===== src/design/pbspd_pkg.sv =====
// package for the ordered packet buffer: sizes, codes and the
// controller/datapath interface structs; depends on nothing
package pbspd_pkg;

  localparam int DEPTH = 64;
  localparam int AW = $clog2(DEPTH);
  localparam int CW = $clog2(DEPTH + 1);
  localparam int EW = 66;

  typedef enum logic [2:0] {
    CMD_ENQ = 3'd0,
    CMD_DEQ_ACT = 3'd1,
    CMD_DEQ_INACT = 3'd2,
    CMD_DROP = 3'd3,
    CMD_FIND = 3'd4
  } cmd_code_t;

  localparam logic [1:0] ST_NOT_FWD = 2'd0;
  localparam logic [1:0] ST_INACT_FWD = 2'd1;
  localparam logic [1:0] ST_ACT_FWD = 2'd2;

  // commands from controller to datapath
  typedef struct packed {
    logic load;
    logic scan_go;
    logic compact_go;
    logic append;
    logic respond;
  } dp_cmd_t;

  // status from datapath to controller
  typedef struct packed {
    logic pass_done;
    logic is_enq;
    logic is_drop;
    logic is_known;
    logic dup;
    logic any_seen;
    logic full;
  } dp_status_t;

endpackage


===== src/design/pbspd_ctrl.sv =====
// controller state machine for the packet buffer
// depends on pbspd_pkg
module pbspd_ctrl (
  input  logic                  clk,
  input  logic                  rst,
  input  logic                  start,
  output logic                  busy,
  input  pbspd_pkg::dp_status_t st,
  output pbspd_pkg::dp_cmd_t    dc
);
  import pbspd_pkg::*;

  typedef enum logic [5:0] {
    S_IDLE    = 6'b000001,
    S_LAUNCH  = 6'b000010,
    S_SCAN    = 6'b000100,
    S_DECIDE  = 6'b001000,
    S_COMPACT = 6'b010000,
    S_REPLY   = 6'b100000
  } state_t;

  state_t state, state_next;
  logic   do_append;

  // state register
  always_ff @(posedge clk) begin
    if (rst) begin
      state <= S_IDLE;
    end else begin
      state <= state_next;
    end
  end

  assign busy = (state != S_IDLE);

  // next state and commands
  always_comb begin
    state_next = state;
    dc = '0;
    do_append = 1'b0;
    unique case (state)
      S_IDLE: begin
        if (start) begin
          dc.load = 1'b1;
          state_next = S_LAUNCH;
        end
      end
      S_LAUNCH: begin
        if (st.is_drop) begin
          dc.compact_go = 1'b1;
          state_next = S_COMPACT;
        end else if (st.is_known) begin
          dc.scan_go = 1'b1;
          state_next = S_SCAN;
        end else begin
          state_next = S_REPLY;
        end
      end
      S_SCAN: begin
        if (st.pass_done) begin
          state_next = st.is_enq ? S_DECIDE : S_REPLY;
        end
      end
      S_DECIDE: begin
        if (st.dup) begin
          state_next = S_REPLY;
        end else if (st.full) begin
          if (st.any_seen) begin
            dc.compact_go = 1'b1;
            state_next = S_COMPACT;
          end else begin
            state_next = S_REPLY;
          end
        end else begin
          do_append = 1'b1;
          state_next = S_REPLY;
        end
      end
      S_COMPACT: begin
        if (st.pass_done) begin
          state_next = st.is_enq ? S_DECIDE : S_REPLY;
        end
      end
      S_REPLY: begin
        dc.respond = 1'b1;
        state_next = S_IDLE;
      end
      default: state_next = S_IDLE;
    endcase
    dc.append = do_append;
  end

endmodule


===== src/design/pbspd_dp.sv =====
// datapath: entry memory, scan/compaction pass engine, count and result
// registers; depends on pbspd_pkg
module pbspd_dp (
  input  logic                  clk,
  input  logic                  rst,
  input  logic [2:0]            cmd,
  input  logic [31:0]           packet_id,
  input  logic [31:0]           destination,
  input  logic                  cfg_we,
  input  logic [6:0]            cfg_data,
  input  pbspd_pkg::dp_cmd_t    dc,
  output pbspd_pkg::dp_status_t st,
  output logic                  result_valid,
  output logic                  ok,
  output logic [31:0]           out_packet_id,
  output logic [31:0]           out_destination,
  output logic                  evicted,
  output logic [6:0]            occupancy
);
  import pbspd_pkg::*;

  logic [EW-1:0] mem [DEPTH];
  logic [EW-1:0] rdata;
  logic [6:0]    max_entries;
  logic [CW-1:0] count;
  logic [2:0]    req_cmd;
  logic [31:0]   req_id;
  logic [31:0]   req_dst;
  logic          active;
  logic          mode_compact;
  logic [CW-1:0] rptr;
  logic [CW-1:0] wptr;
  logic          dvalid;
  logic [AW-1:0] didx;
  logic          dup;
  logic          hit;
  logic          ev;
  logic          appended;
  logic [2:0]    seen;
  logic [AW-1:0] first [3];
  logic [AW-1:0] victim;
  logic [31:0]   hit_id;
  logic [31:0]   hit_dst;
  logic [CW-1:0] limit;
  logic          pass_done;
  logic [31:0]   d_id;
  logic [31:0]   d_dst;
  logic [1:0]    d_st;
  logic          d_hit;
  logic          keep;
  logic          wr_en;
  logic [AW-1:0] wr_addr;
  logic [EW-1:0] wr_data;
  logic          issue;

  assign d_id  = rdata[65:34];
  assign d_dst = rdata[33:2];
  assign d_st  = rdata[1:0];

  // effective limit clamped to 1..DEPTH
  always_comb begin
    if (max_entries == 7'd0) begin
      limit = CW'(1);
    end else if (CW'(max_entries) > CW'(DEPTH) || 32'(max_entries) > DEPTH) begin
      limit = CW'(DEPTH);
    end else begin
      limit = CW'(max_entries);
    end
  end

  assign issue     = active && (rptr < count);
  assign pass_done = active && !issue && !dvalid;

  // match for the dequeue and find scans
  always_comb begin
    d_hit = 1'b0;
    if (d_dst == req_dst) begin
      case (req_cmd)
        CMD_DEQ_ACT:   d_hit = (d_st == ST_NOT_FWD) || (d_st == ST_INACT_FWD);
        CMD_DEQ_INACT: d_hit = (d_st == ST_NOT_FWD);
        CMD_FIND:      d_hit = 1'b1;
        default:       d_hit = 1'b0;
      endcase
    end
  end

  assign keep = (req_cmd == CMD_DROP) ? (d_dst != req_dst) : (didx != victim);

  // single memory write port
  always_comb begin
    wr_en = 1'b0;
    wr_addr = '0;
    wr_data = '0;
    if (dc.append) begin
      wr_en = 1'b1;
      wr_addr = count[AW-1:0];
      wr_data = {req_id, req_dst, ST_NOT_FWD};
    end else if (dvalid && mode_compact && keep) begin
      wr_en = 1'b1;
      wr_addr = wptr[AW-1:0];
      wr_data = rdata;
    end else if (dvalid && !mode_compact && d_hit && !hit &&
                 (req_cmd == CMD_DEQ_ACT || req_cmd == CMD_DEQ_INACT)) begin
      wr_en = 1'b1;
      wr_addr = didx;
      wr_data = {d_id, d_dst, (req_cmd == CMD_DEQ_ACT) ? ST_ACT_FWD : ST_INACT_FWD};
    end
  end

  // entry memory
  always_ff @(posedge clk) begin
    if (wr_en) begin
      mem[wr_addr] <= wr_data;
    end
    if (issue) begin
      rdata <= mem[rptr[AW-1:0]];
    end
  end

  // configuration register
  always_ff @(posedge clk) begin
    if (rst) begin
      max_entries <= 7'd64;
    end else if (cfg_we) begin
      max_entries <= cfg_data;
    end
  end

  // request latch
  always_ff @(posedge clk) begin
    if (dc.load) begin
      req_cmd <= cmd;
      req_id  <= packet_id;
      req_dst <= destination;
    end
  end

  // pass engine, flags and count
  always_ff @(posedge clk) begin
    if (rst) begin
      active <= 1'b0;
      dvalid <= 1'b0;
      count  <= '0;
    end else begin
      dvalid <= issue;
      if (issue) begin
        didx <= rptr[AW-1:0];
        rptr <= rptr + CW'(1);
      end
      if (pass_done) begin
        active <= 1'b0;
        if (mode_compact) begin
          count <= wptr;
        end
      end
      if (dc.load) begin
        dup <= 1'b0;
        hit <= 1'b0;
        ev <= 1'b0;
        appended <= 1'b0;
        seen <= 3'b000;
        hit_id <= '0;
        hit_dst <= '0;
      end
      if (dc.scan_go || dc.compact_go) begin
        active <= 1'b1;
        mode_compact <= dc.compact_go;
        rptr <= '0;
        wptr <= '0;
      end
      // victim by class priority at eviction start
      if (dc.compact_go && req_cmd == CMD_ENQ) begin
        ev <= 1'b1;
        if (seen[2]) begin
          victim <= first[2];
        end else if (seen[1]) begin
          victim <= first[1];
        end else begin
          victim <= first[0];
        end
      end
      if (dvalid && mode_compact && keep) begin
        wptr <= wptr + CW'(1);
      end
      if (dvalid && !mode_compact) begin
        if (d_id == req_id && d_dst == req_dst) begin
          dup <= 1'b1;
        end
        if (d_st != 2'd3 && !seen[d_st]) begin
          seen[d_st] <= 1'b1;
          first[d_st] <= didx;
        end
        if (d_hit && !hit) begin
          hit <= 1'b1;
          if (req_cmd == CMD_DEQ_ACT || req_cmd == CMD_DEQ_INACT) begin
            hit_id <= d_id;
            hit_dst <= d_dst;
          end
        end
      end
      if (dc.append) begin
        count <= count + CW'(1);
        appended <= 1'b1;
      end
    end
  end

  // result registers
  always_ff @(posedge clk) begin
    if (rst) begin
      result_valid <= 1'b0;
    end else begin
      result_valid <= dc.respond;
    end
    if (dc.respond) begin
      case (req_cmd) inside
        CMD_ENQ:                              ok <= appended;
        CMD_DROP:                             ok <= 1'b1;
        CMD_DEQ_ACT, CMD_DEQ_INACT, CMD_FIND: ok <= hit;
        default:                              ok <= 1'b0;
      endcase
      out_packet_id   <= hit_id;
      out_destination <= hit_dst;
      evicted         <= ev;
      occupancy       <= 7'(count);
    end
  end

  assign st.pass_done = pass_done;
  assign st.is_enq    = (req_cmd == CMD_ENQ);
  assign st.is_drop   = (req_cmd == CMD_DROP);
  assign st.is_known  = (req_cmd == CMD_ENQ) || (req_cmd == CMD_DEQ_ACT) ||
                        (req_cmd == CMD_DEQ_INACT) || (req_cmd == CMD_FIND);
  assign st.dup       = dup;
  assign st.any_seen  = |seen;
  // at most one eviction per enqueue, then the append follows
  assign st.full      = (count >= limit) && !ev;

endmodule


===== src/design/packet_buffer_status_priority_drop.sv =====
// Ordered packet buffer with class-priority eviction.
// A request is taken when start is high and busy is low: cmd, packet_id and
// destination. Commands: enqueue, dequeue for an active or inactive route,
// drop all for a destination, find. Busy stays high until the reply.
// The reply appears for one cycle with result_valid high: ok,
// out_packet_id, out_destination, evicted, occupancy. It cannot be held off.
// The limit register max_entries is written over cfg_valid/cfg_ready/
// cfg_data (ready always high). The user must write it only between
// requests; the block itself does not enforce this. Each pass walks the
// entry memory through its single read port, one entry a cycle. Find and
// dequeue make one scan pass, drop one compaction pass; enqueue makes a
// scan pass, plus a compaction pass when an eviction compacts the memory.
// One request at a time.
// Reset clears the count (buffer empty) and sets max_entries to 64; memory
// contents need no clearing.
// Depends on pbspd_pkg, pbspd_ctrl, pbspd_dp.
module packet_buffer_status_priority_drop (
  input  logic        clk,
  input  logic        rst,
  input  logic        start,
  output logic        busy,
  input  logic [2:0]  cmd,
  input  logic [31:0] packet_id,
  input  logic [31:0] destination,
  input  logic        cfg_valid,
  output logic        cfg_ready,
  input  logic [6:0]  cfg_data,
  output logic        result_valid,
  output logic        ok,
  output logic [31:0] out_packet_id,
  output logic [31:0] out_destination,
  output logic        evicted,
  output logic [6:0]  occupancy
);
  import pbspd_pkg::*;

  dp_cmd_t    dc;
  dp_status_t st;
  logic       ctrl_start;

  assign cfg_ready  = 1'b1;
  assign ctrl_start = start && !busy;

  // controller
  pbspd_ctrl u_ctrl (
    .clk   (clk),
    .rst   (rst),
    .start (ctrl_start),
    .busy  (busy),
    .st    (st),
    .dc    (dc)
  );

  // datapath
  pbspd_dp u_dp (
    .clk             (clk),
    .rst             (rst),
    .cmd             (cmd),
    .packet_id       (packet_id),
    .destination     (destination),
    .cfg_we          (cfg_valid && cfg_ready),
    .cfg_data        (cfg_data),
    .dc              (dc),
    .st              (st),
    .result_valid    (result_valid),
    .ok              (ok),
    .out_packet_id   (out_packet_id),
    .out_destination (out_destination),
    .evicted         (evicted),
    .occupancy       (occupancy)
  );

endmodule


===== config.mk =====
export PLATFORM = sky130hd
export DESIGN_NAME = packet_buffer_status_priority_drop
export DESIGN_NICKNAME = d
export VERILOG_FILES = /design/src/design/pbspd_pkg.sv /design/src/design/pbspd_ctrl.sv /design/src/design/pbspd_dp.sv /design/src/design/packet_buffer_status_priority_drop.sv
export SDC_FILE = /design/constraint.sdc
export NUM_CORES = 2
export LEC_CHECK = 0
export BUFFER_PORTS_ARGS = -buffer_cell sky130_fd_sc_hd__buf_2
export CAP_MARGIN = 20
export CORE_MARGIN = 2
export CORE_UTILIZATION = 64
export DETAILED_ROUTE_END_ITERATION = 6
export GPL_TIMING_DRIVEN = 0
export HOLD_SLACK_MARGIN = 0.15
export PLACE_DENSITY = 0.76
export SYNTH_ARGS = -nofsm -noshare
export SYNTH_HDL_FRONTEND = slang
export SYNTH_MEMORY_MAX_BITS = 65536
export SYNTH_SLANG_ARGS = --single-unit

===== constraint.sdc =====
create_clock -name clk -period 17.1 [get_ports clk]
set_clock_uncertainty 0.2 [all_clocks]
set_input_delay 0.855 -clock clk [delete_from_list [all_inputs] [get_ports clk]]
set_output_delay 0.855 -clock clk [all_outputs]
set_load 0.02 [all_outputs]

Yosys cells after proc, flatten, opt, wreduce, memory -nomap -nowiden
Memories as Yosys holds them, arrays and structs flattened. A register that Yosys moved wholly into a read port is not among the register bits. Cells that the tools add are included.

Register bits: 261. Bits in writable memories: 4242. Input port bits: 78. Output and inout bits: 76. Word-level logic and storage cells: 190. Memories: 2.

Memory list: u_dp.mem (depth 64, bits a word 66, read ports 1, clocked after Yosys merged registers in 1, wr ports 1, RTL line pbspd_dp.sv:22) `logic [EW-1:0] mem [DEPTH];`; u_dp.first (depth 3, bits a word 6, read ports 3, clocked after Yosys merged registers in 0, wr ports 1, RTL line pbspd_dp.sv:40) `logic [AW-1:0] first [3];`.

Add/sub/neg operators: 3. Order comparisons: 6. Equality and inequality tests: 19. Multiplexer cells: 80. Bitwise operators: 2. Reductions and logical operators: 52.

Operators with widths (number): 32-bit two-way mux (8); 66-bit two-way mux (3); 6-bit two-way mux (13); 32-bit equality test (2); 7-bit two-way mux (8); 1-bit two-way mux (38); 32-bit inequality test (1); 6-bit case mux with 4 select lines (1); 7-bit by 1-bit adder with 7-bit output, second input constant (3); 2-bit AND reduction (9); 1-bit logical AND (16); 7-bit > comparator, second input constant (2); 2-bit nonzero test (7); 3-bit two-way mux (4); 7-bit greater-or-equal comparator (1); 1-bit zero test (7); 7-bit zero test (1); 1-bit logical OR (7); 7-bit < comparator (1); 3-bit by 2-bit equality test with 1-bit output, second input constant (2); 6-bit by 1-bit equality test with 1-bit output, second input constant (1); 6-bit by 2-bit equality test with 1-bit output, second input constant (1); 6-bit by 3-bit equality test with 1-bit output, second input constant (1); 6-bit by 4-bit equality test with 1-bit output, second input constant (1); other kinds (22) (24).

Logic depth before layout (Yosys ltp)
Word-level depth: 12. Gate-level depth with buffers: 15. Depth with buffers taken out: 12.

By module
A second synthesis with hierarchy kept.

Cell total of the unflattened synthesis: 7041. Area total of the unflattened synthesis: 174194.6 sq um.

By module, submodules not included: pbspd_dp (instances 1, cells an instance 6998, area each 173775.4 sq um, sequential area each 136851.3 sq um); pbspd_ctrl (instances 1, cells an instance 40, area each 394.1 sq um, sequential area each 120.1 sq um); packet_buffer_status_priority_drop (instances 1, cells an instance 3, area each 25.0 sq um, sequential area each 0.0 sq um).

Worst setup path before layout
Ideal clock, no wire load.

Kind: reg-to-reg. Start point: register u_ctrl.state[0]. End point: register u_dp.evicted, enable pin. Arrival time: 6235 ps. Required time: 16290 ps. Slack: 10055 ps. Stages on the path, launching flop included: 3. Cells stage by stage: dfxtp_1 or4_4 nor3b_1.

RTL lines: start: declaration (RTL line pbspd_ctrl.sv:22) `state_t state, state_next;`; start signal: assignment (RTL line pbspd_ctrl.sv:30) `state <= state_next;`; end signal: assignment (RTL line pbspd_dp.sv:224) `evicted <= ev;`; end: declaration (RTL line pbspd_dp.sv:17) `output logic evicted,`.

Worst setup path after layout
Start point: register u_dp.req_dst[16]. End point: memory u_dp.mem[46][39], data pin.

Word-level cells in the longest chain between the ends: 8. Elaborated cells between the ends (all ways): 11. Those cells by class: 2 x eq/ne; 5 x mux; 4 x reduce/logical.

Ends and longest elaborated chain: start: declaration (RTL line pbspd_dp.sv:28) `logic [31:0] req_dst;`; start signal: assignment (RTL line pbspd_dp.sv:134) `req_dst <= destination;`; 32-bit equality test (RTL line pbspd_dp.sv:77) `if (d_dst == req_dst) begin`; 1-bit two-way mux (RTL line pbspd_dp.sv:77); 1-bit logical AND (3 in series) (RTL line pbspd_dp.sv:102) `end else if (dvalid && !mode_compact && d_hit && !hit &&`; 66-bit two-way mux (RTL line pbspd_dp.sv:102); 66-bit two-way mux * (RTL line pbspd_dp.sv:98) `end else if (dvalid && mode_compact && keep) begin`; 66-bit two-way mux * (RTL line pbspd_dp.sv:94) `if (dc.append) begin`; net u_dp.wr_data[39] (RTL line pbspd_dp.sv:53) `logic [EW-1:0] wr_data;`; end: declaration (RTL line pbspd_dp.sv:22).

Mark *: on every way through the listed nets, which the timed path passes. The rest lies on a longest branch.

==> results by group <==
Floorplanning
  – Core Area: 271,000 sq um
  – Die H: 526 microns
  – IO Count: 154
  – Rows: 191
  – Die Width: 526 microns
  – Die ar.: 276,000 sq um
  – Starting Density: 64.3%

Pwr
  – Peak VDD IR: 91.8 uV
  – PwrDens: 113 nW/um^2
  – Pleak: 56.5 nW

Detailed routing
  – First-pass DRT Iterations: 7
  – Vias post-DR: 96,000
  – Post-DRT Antenna Nets: 0
  – Routed len/inst: 47.8 microns
  – Initial DRC Count: 19,200
  – DRC Markers: 72
  – Drt via density: 7.92
  – Wirelength, routed: 580,000 microns

Global routing
  – Initial antenna violation count: 63
  – Global-route wire length before repair: 777,000 microns
  – Grt met1 use: 49.1%
  – All-layer global routing usage: 41.8%
  – Vias in the first global route: 93,900
  – Largest net degree at the start of global routing: 65
  – Total gr overflow: 0
  – M3 GR Usage: 15.6%
  – M2 GR Usage: 64.0%
  – Most used routing layer: met2

Timing
  – Least-Margin Pin Slew: 1600 ps
  – Setup TNS after final layout: 0 ps
  – Final-report setup violation count: 0
  – Final Max Slew Viols: 22
  – Final period util: 48.6%
  – Post-route worst setup slack: 8790 ps
  – Fmax: 0.120 GHz
  – Slew Limit Headroom: -6.40%
  – Endpoints failing hold: 0
  – RSZ-0062 raised after global routing: false
  – Final hold slack: 194 ps
  – Final min period: 8310 ps

Placement
  – Post-Place Cells: 11,100
  – Count of input and output buffers: 150
  – Dpl ws: 9910 ps
  – GP Congestion: 0.904
  – Post-DP HPWL: 321,000 microns

Synth
  – Area share of the largest cell type after synthesis: 78.4%
  – Mapped Cells: 7,060
  – Synth area leader: edfxtp_1
  – Count leader, synth: edfxtp_1
  – Post-synth top cells: 4,546 x edfxtp_1, 1,386 x mux4_2, 272 x clkbuf_1
  – Sequential cell area fraction in the yosys report: 78.7%
  – Top FF cell, synth: edfxtp_1
  – Mean Syn Cell Area: 24.7 sq um
  – EDFF count, synth: 4,546
  – Post-synth ARST share: 0%
  – Cell Area, Synth: 174,000 sq um
  – Distinct cell type count of the synthesized netlist: 60
  – Syn nets: 7,154
  – Yosys reg bits: 4,569
  – Leading post-synthesis cells by cell area: edfxtp_1 78%, mux4_2 18%, clkbuf_1 0.59%
  – Ys Warns: 0

Layout
  – Layout cell share with drive strength beyond 1: 32.7%
  – Fin cells: 12,100
  – Fill count: 12,900
  – Area growth from synthesis to layout: 16.4%
  – Final nets: 8,225

Critical path
  – Crit-path max FO: 64
  – Startpoint Class: register
  – Crit path kind: register to register
  – WP data arrival: 8650 ps
  – CP endpoint kind: register
  – Req. time, crit path: 17,450 ps

Clock network
  – CTS Buffer Depth: 4
  – PostCTS Resize Cnt: 0
  – Clock-pin slew on the worst setup and hold paths: 60 ps
  – Worst skew pair latency: 970 ps
  – Cts hold-fix bufs: 75
  – CTS Root Cell: clkbuf_16
  – Clock sink count: 4,569
  – Post-CTS Setup Repair Bufs: 0
  – CTS Buf Count: 436
  – H-tree levels: 5
  – CTS tree: yes

Run status
  – Violated checks: DRC, capacitance limit, slew limit
  – Outcome: finished with violations

Worst hold path
  – Hold Path Class: primary input to register

Job
  – Max-cap violations: 2
[logic make-up (layout without fill, tap and decap cells)]
family | Yosys count | in the layout | share of synthesized area, %
other | 1 | 70 | 0.00215
AOI/OAI and AO/OA | 159 | 159 | 0.691
and+or+nand+nor | 442 | 442 | 1.20
buffers and inverters | 392 | 1813 | 0.886
DFF | 4569 | 4569 | 78.7
adders and majority gates | 16 | 16 | 0.115
xor gates and xnor gates | 81 | 81 | 0.408
muxes | 1400 | 1400 | 18.0
[cells in the final DEF, fill, tap and decap left out, types with 9 or more instances in the layout]
master         synthesis  routed
ha_1                  16      16
or3_1                 12      12
mux2i_1               14      14
bufinv_16              0      56
nand3_1               89      89
nor2_4                 0      65
buf_16                 0      40
nor2_1                87      40
edfxtp_1            4546    4546
a21oi_1               18      18
buf_8                  0     105
buf_12                 0     234
clkinvlp_4             0      22
buf_6                  5      26
o21ai_0               20      20
inv_1                 17      14
and3_1                 9       9
clkbuf_16              0     440
buf_2                 17     169
dfxtp_1               23      23
xnor2_1               23      22
a31oi_1               13      13
clkbuf_2               0      36
mux4_2              1386    1386
nor4_1                17      16
a22o_2                 0      64
clkinv_1               0      96
nand2_1              153     153
dlygate4sd3_1          0      75
nand4_1               13      13
clkinv_2               0      82
buf_1                 77      73
xor2_1                58      58
diode_2                0      69
clkbuf_1             272     312
[flip-flops by register name, indices dropped and copies added (netlist names), 7 cells and up]
| signal | count |
|---|---|
| u_dp.wptr | 7 |
| u_dp.rptr | 7 |
| u_dp.rdata | 66 |
| u_dp.hit_dst | 32 |
| u_dp.first | 18 |
| u_dp.hit_id | 32 |
| u_dp.req_id | 32 |
| u_dp.out_destination | 32 |
| u_dp.max_entries | 7 |
| u_dp.occupancy | 7 |
| u_dp.mem | 4224 |
| u_dp.count | 7 |
| u_dp.req_dst | 32 |
| u_dp.out_packet_id | 32 |
[per-layer routing]
| layer | wire (microns) | vias to the layer above |
|---|---|---|
| met5 | 491 | - |
| met4 | 53200 | 52 |
| met3 | 91200 | 2969 |
| met2 | 270000 | 11900 |
| met1 | 165000 | 48200 |
| li1 | - | 32800 |
[layout make-up]
class	instances	area, sq um	share of cell area, %
Sequential cell	4569	137000	67.6
Tap cell	3570	4470	2.20
Antenna cell	69	173	0.0852
Inverter	18	75.1	0.0370
Timing Repair Buffer	633	9160	4.52
Clock buffer	512	11300	5.57
Clock inverter	276	2900	1.43
Buffer	374	1520	0.749
Multi-Input combinational cell	2099	36100	17.8
[final timing paths]
path                              startpoint                           endpoint  slack, ps  cells past startpoint
setup reg to reg  u_dp.req_dst[16]$_DFFE_PP_         u_dp.mem[46][39]$_DFFE_PP_       8790                      9
setup / recovery  u_dp.req_dst[16]$_DFFE_PP_         u_dp.mem[46][39]$_DFFE_PP_       8790                      9
hold / removal                     cfg_valid   u_dp.max_entries[6]$_SDFFE_PP1P_        190                      3
hold reg to reg    u_dp.hit_dst[0]$_DFFE_PN_  u_dp.out_destination[0]$_DFFE_PP_        250                      0
[metrics by stage]
step	total power, mW	instance area [sq um]	utilization [%]
3_5_place_dp	12.9	186000	68.7
5_1_grt	23.1	203000	74.8
2_1_floorplan	12.7	174000	-
6_report	22.8	203000	74.8
4_1_cts	22.6	201000	74.2
3_3_place_gp	12.9	179000	66.2
[report_power, final]
group | switching, mW | total [mW] | internal, mW
Combinational | 0.327 | 0.509 | 0.182
Clock | 4.46 | 10.0 | 5.56
Sequential | 0.0765 | 12.3 | 12.2
Total | 4.86 | 22.8 | 18.0
[critical path, cell delays in order, from the launching register on]
cell	delay (ps)
edfxtp_1	710
xnor2_1	830
nand4_1	870
or4_1	1050
clkbuf_1	320
or3_1	430
a21oi_1	910
clkbuf_2	920
buf_2	590
a22o_2	1000
(Power assumes the default switching activity.)
